<file path="src/hdl/image_border_pad_replicate_core_assert.svh">
// Assertion macros shared by the padding core RTL.
// Included by image_border_pad_replicate_core; no other dependencies.
`ifndef IMAGE_BORDER_PAD_REPLICATE_CORE_ASSERT_SVH
`define IMAGE_BORDER_PAD_REPLICATE_CORE_ASSERT_SVH
`ifndef NO_ASSERTIONS
// same-cycle implication
`define IBPR_ASSERT_IMP(label, clk, rst_n, ante, cons) \
	label: assert property (@(posedge clk) disable iff (!rst_n) (ante) |-> (cons)) \
		else $error("ibpr: implication check failed");
// next-cycle implication
`define IBPR_ASSERT_NXT(label, clk, rst_n, ante, cons) \
	label: assert property (@(posedge clk) disable iff (!rst_n) (ante) |=> (cons)) \
		else $error("ibpr: next-cycle check failed");
`else
`define IBPR_ASSERT_IMP(label, clk, rst_n, ante, cons)
`define IBPR_ASSERT_NXT(label, clk, rst_n, ante, cons)
`endif
`endif

</file>
<file path="src/hdl/ibpr_pkg.sv">
// Shared types, constants and helpers for the image border padding core.
// No dependencies; used by every other RTL file but the assert header.
`default_nettype none
package ibpr_pkg;

	localparam int MAX_ROWS   = 64;
	localparam int MAX_COLS   = 64;
	localparam int MAX_PLANES = 8;
	localparam int MAX_PAD    = 16;

	localparam int PIX_W   = 32;
	localparam int CRD_W   = 7;   // coordinate and size field width
	localparam int PAD_W   = 6;
	localparam int PLN_W   = 3;   // plane field width
	localparam int CFG_W   = 7;   // widest register
	localparam int IDX_W   = 3;
	localparam int AX_W    = 9;   // signed working width of the axis maths
	localparam int ROW_W   = $clog2(MAX_ROWS);
	localparam int COL_W   = $clog2(MAX_COLS);
	localparam int PLANE_W = $clog2(MAX_PLANES);
	localparam int ADDR_W  = PLANE_W + ROW_W + COL_W;
	localparam int DEPTH   = MAX_PLANES * MAX_ROWS * MAX_COLS;

	typedef enum logic {
		FUNC_WRITE = 1'b0,
		FUNC_READ  = 1'b1
	} func_t;

	typedef enum logic [IDX_W-1:0] {
		REG_IMAGE_ROWS = 3'd0,
		REG_IMAGE_COLS = 3'd1,
		REG_PAD_TOP    = 3'd2,
		REG_PAD_BOTTOM = 3'd3,
		REG_PAD_LEFT   = 3'd4,
		REG_PAD_RIGHT  = 3'd5,
		REG_PAD_MODE   = 3'd6
	} cfg_reg_t;

	typedef enum logic {
		PAD_ZERO = 1'b0,
		PAD_REPL = 1'b1
	} pad_mode_t;

	// saturated configuration
	typedef struct packed {
		logic [CRD_W-1:0]        rows;
		logic [CRD_W-1:0]        cols;
		logic signed [PAD_W-1:0] pad_top;
		logic signed [PAD_W-1:0] pad_bottom;
		logic signed [PAD_W-1:0] pad_left;
		logic signed [PAD_W-1:0] pad_right;
		logic                    repl;
	} cfg_t;

	// one axis mapped to the source image
	typedef struct packed {
		logic             bad;   // outside padded extent
		logic             keep;  // maps to a stored pixel
		logic [CRD_W-1:0] src;
	} axis_t;

	localparam cfg_t CFG_RESET = '{
		rows:       CRD_W'(MAX_ROWS),
		cols:       CRD_W'(MAX_COLS),
		pad_top:    '0,
		pad_bottom: '0,
		pad_left:   '0,
		pad_right:  '0,
		repl:       1'b1
	};

	function automatic logic [CRD_W-1:0] sat_size(input logic [CRD_W-1:0] v,
			input logic [CRD_W-1:0] max_v);
		logic [CRD_W-1:0] r;
		r = v;
		if (v == '0)
			r = CRD_W'(1);
		else if (v > max_v)
			r = max_v;
		return r;
	endfunction

	function automatic logic signed [PAD_W-1:0] sat_pad(input logic [PAD_W-1:0] v);
		logic signed [PAD_W-1:0] s;
		logic signed [PAD_W-1:0] r;
		s = $signed(v);
		r = s;
		if (s < -PAD_W'(MAX_PAD))
			r = -PAD_W'(MAX_PAD);
		else if (s > PAD_W'(MAX_PAD))
			r = PAD_W'(MAX_PAD);
		return r;
	endfunction

endpackage
`default_nettype wire

</file>
<file path="src/hdl/ibpr_axis.sv">
// Two-stage mapping of one padded coordinate onto the kept source range.
// Depends on ibpr_pkg.
`default_nettype none
module ibpr_axis (
	input  wire logic                              clk,
	input  wire logic                              adv,
	input  wire logic [ibpr_pkg::CRD_W-1:0]        p,
	input  wire logic [ibpr_pkg::CRD_W-1:0]        size,
	input  wire logic signed [ibpr_pkg::PAD_W-1:0] lead,
	input  wire logic signed [ibpr_pkg::PAD_W-1:0] trail,
	input  wire logic                              repl,
	output ibpr_pkg::axis_t                        res
);

	localparam int W = ibpr_pkg::AX_W;

	logic signed [W-1:0] p_x, size_x, lead_x, trail_x;
	logic signed [W-1:0] lo_c, hi_c, s_c, ext_c, crop_c;
	logic signed [W-1:0] s_s1, lo_s1, hi_s1;
	logic                bad_s1;
	logic                below, above, empty;
	logic signed [W-1:0] src_c;
	ibpr_pkg::axis_t     res_c, res_s2;

	// stage 1: shift into source space, find the kept bounds and check the extent
	always_comb begin
		p_x     = $signed({2'b00, p});
		size_x  = $signed({2'b00, size});
		lead_x  = W'(lead);
		trail_x = W'(trail);
		lo_c    = (lead_x < 0) ? -lead_x : '0;
		crop_c  = (trail_x < 0) ? -trail_x : '0;
		hi_c    = size_x - crop_c - W'(1);
		s_c     = p_x - lead_x;
		ext_c   = size_x + lead_x + trail_x;
	end

	always_ff @(posedge clk) begin
		if (adv) begin
			s_s1   <= s_c;
			lo_s1  <= lo_c;
			hi_s1  <= hi_c;
			bad_s1 <= (p_x >= ext_c);
		end
	end

	// stage 2: clamp to the nearest kept edge
	always_comb begin
		below      = s_s1 < lo_s1;
		above      = s_s1 > hi_s1;
		empty      = lo_s1 > hi_s1;
		src_c      = below ? lo_s1 : (above ? hi_s1 : s_s1);
		res_c.bad  = bad_s1;
		res_c.keep = !empty && (repl || (!below && !above));
		res_c.src  = src_c[ibpr_pkg::CRD_W-1:0];
	end

	always_ff @(posedge clk) begin
		if (adv)
			res_s2 <= res_c;
	end

	assign res = res_s2;

endmodule
`default_nettype wire

</file>
<file path="config.mk">
export PLATFORM = sky130hd
export DESIGN_NAME = ibpr_axis
export DESIGN_NICKNAME = d
export VERILOG_FILES = /design/src/hdl/image_border_pad_replicate_core_assert.svh /design/src/hdl/ibpr_pkg.sv /design/src/hdl/ibpr_axis.sv
export SDC_FILE = /design/constraint.sdc
export NUM_CORES = 1
export LEC_CHECK = 0
export BUFFER_PORTS_ARGS = -buffer_cell sky130_fd_sc_hd__buf_4
export CELL_PAD_IN_SITES_DETAIL_PLACEMENT = 0
export CELL_PAD_IN_SITES_GLOBAL_PLACEMENT = 2
export CORE_MARGIN = 1
export CORE_UTILIZATION = 42
export DETAILED_ROUTE_END_ITERATION = 8
export PLACE_DENSITY = 0.89
export SKIP_CTS_REPAIR_TIMING = 1
export SYNTH_ARGS = -nofsm -noshare
export SYNTH_HDL_FRONTEND = slang
export SYNTH_SLANG_ARGS = --single-unit
</file>
<file path="constraint.sdc">
create_clock -name clk -period 9.25 [get_ports clk]
set_input_delay 0.4625 -clock clk [delete_from_list [all_inputs] [get_ports clk]]
set_output_delay 0.4625 -clock clk [all_outputs]
set_load 0.05 [all_outputs]
</file>
==> impl_results.md <==
- GRT overflow: 0
- RSZ-0062 raised after global routing: no
- Final hold violations: 0
- Final HPWL DP: 5360 um
- Synth Flop Type: edfxtp_1
- Crit path max fanout: 4
- Wire per inst: ~14 um
- Worst Setup Path Type: input port to register
- Syn Std Cell Area: 3310 um^2
- Yosys warns: 0
- Post-synthesis register bit count: 37
- Flop2flop setup slack: roughly 6.9 ns
- EDFF count, synth: 37
- Clock latency on the worst-skew pair: 0.29 ns
- Ant diodes: 0
- Sequential cell area: 1110 um^2
- Worst setup path start: lead[1]
- Status: completed
- WP data required: 9.29 ns
- Final Max Slew Viols: 0
- Filler cells: 710
- Asr flop ratio synth: 0%
- DP Worst Slack: between 5 and 6 ns
- Multi-input gate area: approximately 2000 um^2
- CTS tree: built
- DR iter-0 viols: 80
- Clock Tree Buf Depth: 2
- DRC violations left: 0
- Via count: around 2,300
- Final nets: roughly 460
- Ports: 38
- Total GRT Usage: 16.8%
- Setup crit end: bad_s1
- Worst rel slew slack: approximately three fifths
- Lkg Pwr: about 1.7 nW
- Syn Inst Count: between 300 and 400
- CTS Root Cell: clkbuf_8
- Post-route ant nets: 0
- Largest net degree at the start of global routing: 38
- Starting Density: 44.4%
- Final instance area: ~3800 um^2
- Reg-to-reg critical path endpoint: res[7]
- Final setup vio count: 0
- Max Fclk: 0.266 GHz
- Clock Skew: between 0.01 and 0.015 ns
- Crit path DAT: 3.81 ns
- CTS Buf Count: 5
- Reg2Reg Depth: 6
- Reg clk slew, reported paths: ~0.07 ns
- Hold Path Class: register to register
- Die X: slightly above 90 um
- Synth cell types: 48
- Max-cap violations: 0
- Die H: 90.7 um
- Final worst slack: between 5 and 6 ns
- Post-Syn Area per Cell: approximately 11 um^2
- Pwr/cell area: 174 nW/um^2
- Die area: about 8200 um^2
- CP Capture Type: register
- Fin Setup TNS: 0 ns
- Detailed-router iteration count before antenna repair: 4
- Crit path time final: between 3 and 4 ns
- Worst R2R Start: s_s1[6]
- Routed wire length: approximately 6300 um
- Least-Margin Pin Slew: approximately 0.61 ns
- Peak supply drop: 48.2 uV
- Layout cells sized above 1: between 10% and 20%
- Avg Vias per Cell: just over 5
- Post-DP Area: 3700 um^2
- Startpoint types: input port
- Area Overhead vs Synth: 15.4%
- First-pass GRT wire length: ~11,000 um
- Initial antenna violation count: 0
- Register area share after synthesis: between 30% and 40%
- Gpl congestion: 0.786
- Vias in the first global route: approximately 2,400
- IO buf count: 37
- H-tree Lvls: 2
- Rows: 31
- Period utilization: roughly two fifths
- Total clock sinks: 37
- Core Area: roughly 7400 um^2
==> critical path, cell delays in order <==
cell and delay [ns]:
buf_4 0.09, inv_1 0.09, fa_1 0.51, inv_1 0.04, ha_1 0.23, fa_1 0.42
a21o_1 0.19, a21oi_2 0.17, xor2_1 0.16, ha_1 0.27, a2111oi_2 0.37, o21ai_0 0.21
a21oi_1 0.16, o221ai_1 0.13, a221o_1 0.31
==> flip-flops by register name, summed over array words and instances, names as in the netlist <==
register and count:
bad_s1 1, hi_s1 9, res 9, lo_s1 9, s_s1 9
==> worst min path at each step <==
stage / startpoint / to / slack, ns / cells past startpoint
2_1_floorplan: bad_s1 / res[8] / 0.40 / 0
3_3_place_gp: bad_s1 / res[8] / 0.44 / 0
6_report: bad_s1 / res[8] / 0.45 / 0
3_5_place_dp: bad_s1 / res[8] / 0.43 / 0
5_1_grt: bad_s1 / res[8] / 0.47 / 0
4_1_cts: bad_s1 / res[8] / 0.45 / 0
==> cells by family after synthesis <==
family	share of synthesized area [%]
fa+ha+maj	28.6
simple gates	10.8
compound gates	14.0
buf+inv	5.11
flops	33.6
xor+xnor	5.56
mux	2.12
other cells	0.227
==> layer usage <==
layer	track usage (%)	part of all wire, %	vias to the layer above
li1	-	-	1208
met1	21.4	47	1054
met2	29.5	48	44
met3	1.77	2.8	7
met4	5.78	1.9	0
met5	0	0	-
==> layout make-up <==
cell class / count / area share (%)
inverter: 42 / 4.13
sequential: 37 / 29.1
multi-input combinational: 235 / 53.3
timing repair buffer: 37 / 7.28
tap: 99 / 3.25
clock buffer: 6 / 1.90
clock inverter: 2 / 1.02
==> cells in the final DEF (no fill, tap or decap), drive strengths merged, types with 2 or more instances in the layout <==
| master | n |
|---|---|
| o21ai | 14 |
| clkbuf | 6 |
| nor4 | 2 |
| nand2b | 3 |
| a2111oi | 2 |
| clkinv | 2 |
| nand2 | 13 |
| buf | 37 |
| a21oi | 18 |
| fa | 11 |
| a211oi | 5 |
| mux2i | 7 |
| nand3 | 4 |
| nor2b | 8 |
| nand4 | 4 |
| o21bai | 4 |
| nor2 | 20 |
| inv | 41 |
| a31oi | 2 |
| o21a | 2 |
| and3 | 2 |
| conb | 4 |
| edfxtp | 37 |
| xnor2 | 13 |
| xor2 | 8 |
| nor3 | 6 |
| nor4b | 2 |
| a21o | 7 |
| ha | 58 |
==> synthesized netlist by cell type (2+ instances only) <==
cell      count  share of area [%]
a211oi_1      5                1.1
and3_1        2               0.38
fa_1         11                6.7
o21ai_0      14                2.1
nor2_1       20                2.3
mux2i_1       7                2.1
edfxtp_1     37                 34
inv_1        41                4.7
nand2_1      13                1.5
nand3_1       4               0.61
nand4_1       4               0.76
nor4b_1       2               0.53
nor4_1        2               0.38
a21oi_1      17                2.6
nand2b_1      3               0.57
nor2b_1       8                1.5
a21o_1        7                1.6
xnor2_1      13                3.4
o21a_1        2               0.45
nor3_1        5               0.76
o21bai_1      4               0.91
conb_1        2               0.23
ha_1         58                 22
xor2_1        8                2.1
==> metrics by stage <==
step	hold WS [ns]	utilization [%]	total power [W]	instances
after global placement	0.438	49.7	0.000525	450
after detailed placement	0.433	49.7	0.000529	450
after global routing	0.466	51.2	0.000711	458
after CTS	0.451	51.2	0.000670	458
final	0.445	51.2	0.000663	458
after floorplan	0.400	-	0.000452	315
==> where the power goes <==
group	internal [W]	switching [W]	leakage (nW)
sequential	0.000220	0.0000141	0.361
combinational	0.000123	0.000166	1.33
clock	0.0000809	0.0000591	0.0554
total	0.000424	0.000239	1.74
No activity file was read; power rests on OpenSTA's default activity.
