==> src/hdl/image_border_pad_replicate_core_assert.svh <==
// Assertion macros shared by the padding core RTL.
// Included by image_border_pad_replicate_core; no other dependencies.
`ifndef IMAGE_BORDER_PAD_REPLICATE_CORE_ASSERT_SVH
`define IMAGE_BORDER_PAD_REPLICATE_CORE_ASSERT_SVH
`ifndef NO_ASSERTIONS
// same-cycle implication
`define IBPR_ASSERT_IMP(label, clk, rst_n, ante, cons) \
	label: assert property (@(posedge clk) disable iff (!rst_n) (ante) |-> (cons)) \
		else $error("ibpr: implication check failed");
// next-cycle implication
`define IBPR_ASSERT_NXT(label, clk, rst_n, ante, cons) \
	label: assert property (@(posedge clk) disable iff (!rst_n) (ante) |=> (cons)) \
		else $error("ibpr: next-cycle check failed");
`else
`define IBPR_ASSERT_IMP(label, clk, rst_n, ante, cons)
`define IBPR_ASSERT_NXT(label, clk, rst_n, ante, cons)
`endif
`endif

==> src/hdl/ibpr_pkg.sv <==
// Shared types, constants and helpers for the image border padding core.
// No dependencies; used by every other RTL file but the assert header.
`default_nettype none
package ibpr_pkg;

	localparam int MAX_ROWS   = 64;
	localparam int MAX_COLS   = 64;
	localparam int MAX_PLANES = 8;
	localparam int MAX_PAD    = 16;

	localparam int PIX_W   = 32;
	localparam int CRD_W   = 7;   // coordinate and size field width
	localparam int PAD_W   = 6;
	localparam int PLN_W   = 3;   // plane field width
	localparam int CFG_W   = 7;   // widest register
	localparam int IDX_W   = 3;
	localparam int AX_W    = 9;   // signed working width of the axis maths
	localparam int ROW_W   = $clog2(MAX_ROWS);
	localparam int COL_W   = $clog2(MAX_COLS);
	localparam int PLANE_W = $clog2(MAX_PLANES);
	localparam int ADDR_W  = PLANE_W + ROW_W + COL_W;
	localparam int DEPTH   = MAX_PLANES * MAX_ROWS * MAX_COLS;

	typedef enum logic {
		FUNC_WRITE = 1'b0,
		FUNC_READ  = 1'b1
	} func_t;

	typedef enum logic [IDX_W-1:0] {
		REG_IMAGE_ROWS = 3'd0,
		REG_IMAGE_COLS = 3'd1,
		REG_PAD_TOP    = 3'd2,
		REG_PAD_BOTTOM = 3'd3,
		REG_PAD_LEFT   = 3'd4,
		REG_PAD_RIGHT  = 3'd5,
		REG_PAD_MODE   = 3'd6
	} cfg_reg_t;

	typedef enum logic {
		PAD_ZERO = 1'b0,
		PAD_REPL = 1'b1
	} pad_mode_t;

	// saturated configuration
	typedef struct packed {
		logic [CRD_W-1:0]        rows;
		logic [CRD_W-1:0]        cols;
		logic signed [PAD_W-1:0] pad_top;
		logic signed [PAD_W-1:0] pad_bottom;
		logic signed [PAD_W-1:0] pad_left;
		logic signed [PAD_W-1:0] pad_right;
		logic                    repl;
	} cfg_t;

	// one axis mapped to the source image
	typedef struct packed {
		logic             bad;   // outside padded extent
		logic             keep;  // maps to a stored pixel
		logic [CRD_W-1:0] src;
	} axis_t;

	localparam cfg_t CFG_RESET = '{
		rows:       CRD_W'(MAX_ROWS),
		cols:       CRD_W'(MAX_COLS),
		pad_top:    '0,
		pad_bottom: '0,
		pad_left:   '0,
		pad_right:  '0,
		repl:       1'b1
	};

	function automatic logic [CRD_W-1:0] sat_size(input logic [CRD_W-1:0] v,
			input logic [CRD_W-1:0] max_v);
		logic [CRD_W-1:0] r;
		r = v;
		if (v == '0)
			r = CRD_W'(1);
		else if (v > max_v)
			r = max_v;
		return r;
	endfunction

	function automatic logic signed [PAD_W-1:0] sat_pad(input logic [PAD_W-1:0] v);
		logic signed [PAD_W-1:0] s;
		logic signed [PAD_W-1:0] r;
		s = $signed(v);
		r = s;
		if (s < -PAD_W'(MAX_PAD))
			r = -PAD_W'(MAX_PAD);
		else if (s > PAD_W'(MAX_PAD))
			r = PAD_W'(MAX_PAD);
		return r;
	endfunction

endpackage
`default_nettype wire

==> src/hdl/ibpr_cfg.sv <==
// Configuration register file of the padding core; sizes and pads are
// saturated as they are written. Depends on ibpr_pkg.
`default_nettype none
module ibpr_cfg (
	input  wire logic                        clk,
	input  wire logic                        arst_n,
	input  wire logic                        cfg_we,
	input  wire logic [ibpr_pkg::IDX_W-1:0]  cfg_index,
	input  wire logic [ibpr_pkg::CFG_W-1:0]  cfg_data,
	output ibpr_pkg::cfg_t                   cfg
);

	ibpr_pkg::cfg_t cfg_q;

	always_ff @(posedge clk or negedge arst_n) begin
		if (!arst_n) begin
			cfg_q <= ibpr_pkg::CFG_RESET;
		end else if (cfg_we) begin
			unique case (ibpr_pkg::cfg_reg_t'(cfg_index))
				ibpr_pkg::REG_IMAGE_ROWS: cfg_q.rows <= ibpr_pkg::sat_size(cfg_data,
					ibpr_pkg::CRD_W'(ibpr_pkg::MAX_ROWS));
				ibpr_pkg::REG_IMAGE_COLS: cfg_q.cols <= ibpr_pkg::sat_size(cfg_data,
					ibpr_pkg::CRD_W'(ibpr_pkg::MAX_COLS));
				ibpr_pkg::REG_PAD_TOP:    cfg_q.pad_top <=
					ibpr_pkg::sat_pad(cfg_data[ibpr_pkg::PAD_W-1:0]);
				ibpr_pkg::REG_PAD_BOTTOM: cfg_q.pad_bottom <=
					ibpr_pkg::sat_pad(cfg_data[ibpr_pkg::PAD_W-1:0]);
				ibpr_pkg::REG_PAD_LEFT:   cfg_q.pad_left <=
					ibpr_pkg::sat_pad(cfg_data[ibpr_pkg::PAD_W-1:0]);
				ibpr_pkg::REG_PAD_RIGHT:  cfg_q.pad_right <=
					ibpr_pkg::sat_pad(cfg_data[ibpr_pkg::PAD_W-1:0]);
				ibpr_pkg::REG_PAD_MODE:   cfg_q.repl <= (cfg_data[0] == ibpr_pkg::PAD_REPL);
				default: ;
			endcase
		end
	end

	assign cfg = cfg_q;

endmodule
`default_nettype wire

==> config.mk <==
export PLATFORM = sky130hd
export DESIGN_NAME = ibpr_cfg
export DESIGN_NICKNAME = d
export VERILOG_FILES = /design/src/hdl/image_border_pad_replicate_core_assert.svh /design/src/hdl/ibpr_pkg.sv /design/src/hdl/ibpr_cfg.sv
export SDC_FILE = /design/constraint.sdc
export NUM_CORES = 1
export LEC_CHECK = 0
export ABC_AREA = 1
export ABC_CLOCK_PERIOD_IN_PS = 1000
export BUFFER_PORTS_ARGS = -buffer_cell sky130_fd_sc_hd__buf_4
export CORE_UTILIZATION = 35
export DETAILED_ROUTE_END_ITERATION = 8
export PLACE_DENSITY = 0.57
export SLEW_MARGIN = 0
export SYNTH_ARGS = -nofsm -noshare
export SYNTH_HDL_FRONTEND = slang
export SYNTH_SLANG_ARGS = --single-unit
==> constraint.sdc <==
create_clock -name clk -period 1 [get_ports clk]
set_input_delay 0.2 -clock clk [delete_from_list [all_inputs] [get_ports clk]]
set_output_delay 0.2 -clock clk [all_outputs]
set_load 0.01 [all_outputs]
==> results.txt <==
* Outcome: finished with violations
* Failing checks: negative setup slack
- Area of the die: 0.00490 sq mm
- Of the cells placed in the final design, the portion with a size suffix greater than 1 is 0.439.
- In this run the standard cell core region covers 0.00441 sq mm.
- The initial utilization of the core area, before any placement, comes to 0.367.
* Number of detailed-routing iterations run before antenna repair: 4
* Total global routing overflow: 0
* Detailed placement HPWL: 2730 um
- Entering global routing, the biggest net connects 40 pins.
- For this run, the total global-route usage over all layers was measured as 0.168.
- The routed layout has 1404 vias.
- In the post-route analysis, the smallest setup slack over all paths is -0.127 ns.
- The share of synthesized area in the top cell type comes to 0.556.
- The register with the most flip-flops in the layout has 39 of them.
- The worst pin sits at a relative slew slack of 0.675.
- Max-cap violations in this run came to 0.
- Row Count: 24
- Worst R2R Setup Slack: 0.15 ns
- Placed cells: 284
* Area Growth Syn to Fin: 56.5%
- Among cell families on the critical path, the largest total delay comes from flip-flops.
- Maximum resistive drop on vdd: 0.000855 V
- Setup violators final: 37
- On the worst path, the slowest cell contributes a delay of 0.54 ns.
- In the synthesized netlist, the number of instances is 174.
- Along the worst path, the maximum fanout reaches 2.
- The finished layout holds 314 standard cells, fillers aside.
- The worst hold path begins at cfg_data[0].
- Cell area after technology mapping: 0.00162 sq mm
* Pre-CTS setup slack: -0.111 ns
- The placed instances occupy a cell area of 0.00213 sq mm.
- Clock network latency to the later pin of the worst-skew pair: 0.29 ns
- Leaving out fill and tap cells, the most frequent cell in the layout is sky130_fd_sc_hd__nand2_1.
- Synthesized area per cell: 9.30 sq um
- Worst-path cell chain: buf_6
- Wire length of the first global-routing pass: 6410 um
- At the pin with the least slew margin, the transition time is 0.488 ns.
- The die is 70.0 um tall.
- Hold worst-path end: cfg[0]$_DFFE_PN1P_
* Drc violations: 0
* Die X-Extent: 70.0 um
- The count of nets left with antenna violations once routing finished came out at 0.
- Count of cells along the worst register-to-register path: 4
- The analysis attributes to cell leakage a power of 1.30 nW.
* Per-cell via count in the routed design: 4.47
- In this run the deepest clock path goes through 2 buffers.
- Path type of the worst min-delay path: input pin to flop
- # fillers: 412
- Kind of capture point of the worst setup path: output port
* Post-route worst hold slack: 0.166 ns
* Final Instance Area: 0.00253 sq mm
* Time the worst path needs with I/O delays and setup: 1.13 ns
- Based on the critical path, the design can be clocked at up to 887 MHz.
- The number of antenna violations at the first check in global routing came to 0.
- By area the synthesized netlist is led by sky130_fd_sc_hd__dfrtp_1 56%, sky130_fd_sc_hd__nand2_1 15%, sky130_fd_sc_hd__o21ai_1 8.3%, sky130_fd_sc_hd__dfstp_2 4.9%, sky130_fd_sc_hd__nor2_4 2.8%.
* Initial drt markers: 81
- Cell depth of the worst hold path: 3
* Total wire length: 3840 um
- The via count of the first global-routing pass is 1417.
- Counting every net in the synthesized netlist gives 187.
- Flip-flop and latch count after synthesis: 39
- RSZ-0062 raised after global routing: yes
* Clock tree skew after final layout: 0 ns
* Crit-path slowest cell: sky130_fd_sc_hd__dfstp_2
* Average detailed-routed wire length per instance: 12.2 um
- CTS tree: done
- Worst path buffer plus inverter count: 1
* Number of warnings issued by yosys: 0
* Crit Path Category: flop to output port
- 52 I/O pins were placed.
- In this run the critical register-to-register path is captured at cfg[5]$_DFFE_PN0P_.
- Commonest cells after routing, fill and taps aside: 65 x sky130_fd_sc_hd__nand2_1, 43 x sky130_fd_sc_hd__buf_4, 39 x sky130_fd_sc_hd__buf_6
- Number of antenna diodes: 0
* Inserted Clock Buffers: 5
- After clock tree synthesis, the clock-pin slew on the worst setup and hold paths is 0.07 ns.
* Arr. time, crit path: 0.93 ns
* Proportion of synthesized chip area in sequential cells: 0.605
- The net count of the finished layout is 274.
- Source of the worst register-to-register timing path: cfg[5]$_DFFE_PN0P_
* Power density cells: 1760 mW/mm^2
* # port buffers: 51
- The clock net in this run drives a total of 39 sinks.
- The H-tree was split into 2 levels.
* Master cell of the clock root buffer: sky130_fd_sc_hd__clkbuf_8
- Setup crit start kind: flop
- Unique masters post-synth: 17
- Number of hold-slack violations in the final timing report: 0
- Dividing the final minimum period by the clock period gives 1.13.
- Worst path required time: 0.80 ns
- Last weighted congestion value of the routability-driven placer: 0.768
* Max-slew violation count: 0
- Cell taking the most area after synthesis: sky130_fd_sc_hd__dfrtp_1
layout make-up:
cell class | instances | area (sq um) | area share
Timing Repair Buffer | 84 | 792 | 0.313
Clock buffer | 6 | 72.6 | 0.0286
Inverter | 12 | 47.5 | 0.0188
Multi-Input combinational cell | 119 | 564 | 0.223
Tap cell | 52 | 65.1 | 0.0257
Clock inverter | 2 | 12.5 | 0.00494
Sequential cell | 39 | 980 | 0.387
where the power goes:
| part | internal (mW) | switching (mW) | leakage [nW] |
|---|---|---|---|
| Combinational | 0.838 | 0.538 | 0.765 |
| Clock | 0.487 | 0.552 | 0.0412 |
| Sequential | 1.86 | 0.196 | 0.498 |
| Total | 3.18 | 1.29 | 1.30 |
repair_timing:
item | in CTS | in global routing
endpoints found under the setup margin | 39 | 39
gates resized for setup | 39 | 0
hold buffers | 1 | 0
endpoints found under the hold margin | 36 | 0
pin swaps | 0 | 0
buffers inserted | 11 | 10
worst register-to-register path, delay by kind of cell, from the launching register on:
family	cells	cell delay [ns]
flip-flops	1	0.39
AO/OA/AOI/OAI	1	0.05
AND/OR/NAND/NOR	1	0.05
buffers and inverters	2	0.26
cell usage after synthesis, drive strengths merged:
| cell type | instances |
|---|---|
| dfstp | 3 |
| inv | 12 |
| dfrtp | 36 |
| o21a | 1 |
| nor2 | 12 |
| nand2 | 68 |
| o21ai | 28 |
| nand3 | 10 |
| buf | 4 |
stage by stage:
step                 util  total power [mW]  setup TNS (ns)
global route        0.574              4.70           -1.86
CTS                 0.557              4.42           -1.17
finish              0.574              4.47          -0.926
detailed placement  0.484              3.06          -0.677
floorplan               -              2.45               0
global placement    0.484              3.05          -0.419
cell families after synthesis:
kind of cell	synth area share
simple gates	0.255
flops	0.605
compound gates	0.0935
buf+inv	0.0464
layer usage:
metal / vias up / global-route usage / part of all wire
met2: 30 / 0.249 / 0.46
met5: - / 0 / 0
li1: 727 / - / -
met3: 7 / 0.0303 / 0.032
met4: 0 / 0.0956 / 0.021
met1: 640 / 0.230 / 0.49
how the worst max path moves through the flow:
| stage | startpoint | endpoint | depth (start not counted) |
|---|---|---|---|
| 3_3_place_gp | cfg_index[2] | cfg[23]$_DFFE_PN0P_ | 7 |
| 6_report | cfg[38]$_DFFE_PN1P_ | cfg[38] | 1 |
| 3_5_place_dp | cfg_index[2] | cfg[23]$_DFFE_PN0P_ | 7 |
| 2_1_floorplan | cfg_index[2] | cfg[17]$_DFFE_PN0P_ | 7 |
| 5_1_grt | cfg[38]$_DFFE_PN1P_ | cfg[38] | 1 |
| 4_1_cts | cfg[38]$_DFFE_PN1P_ | cfg[38] | 1 |
No activity file was read; power rests on OpenSTA's default activity.
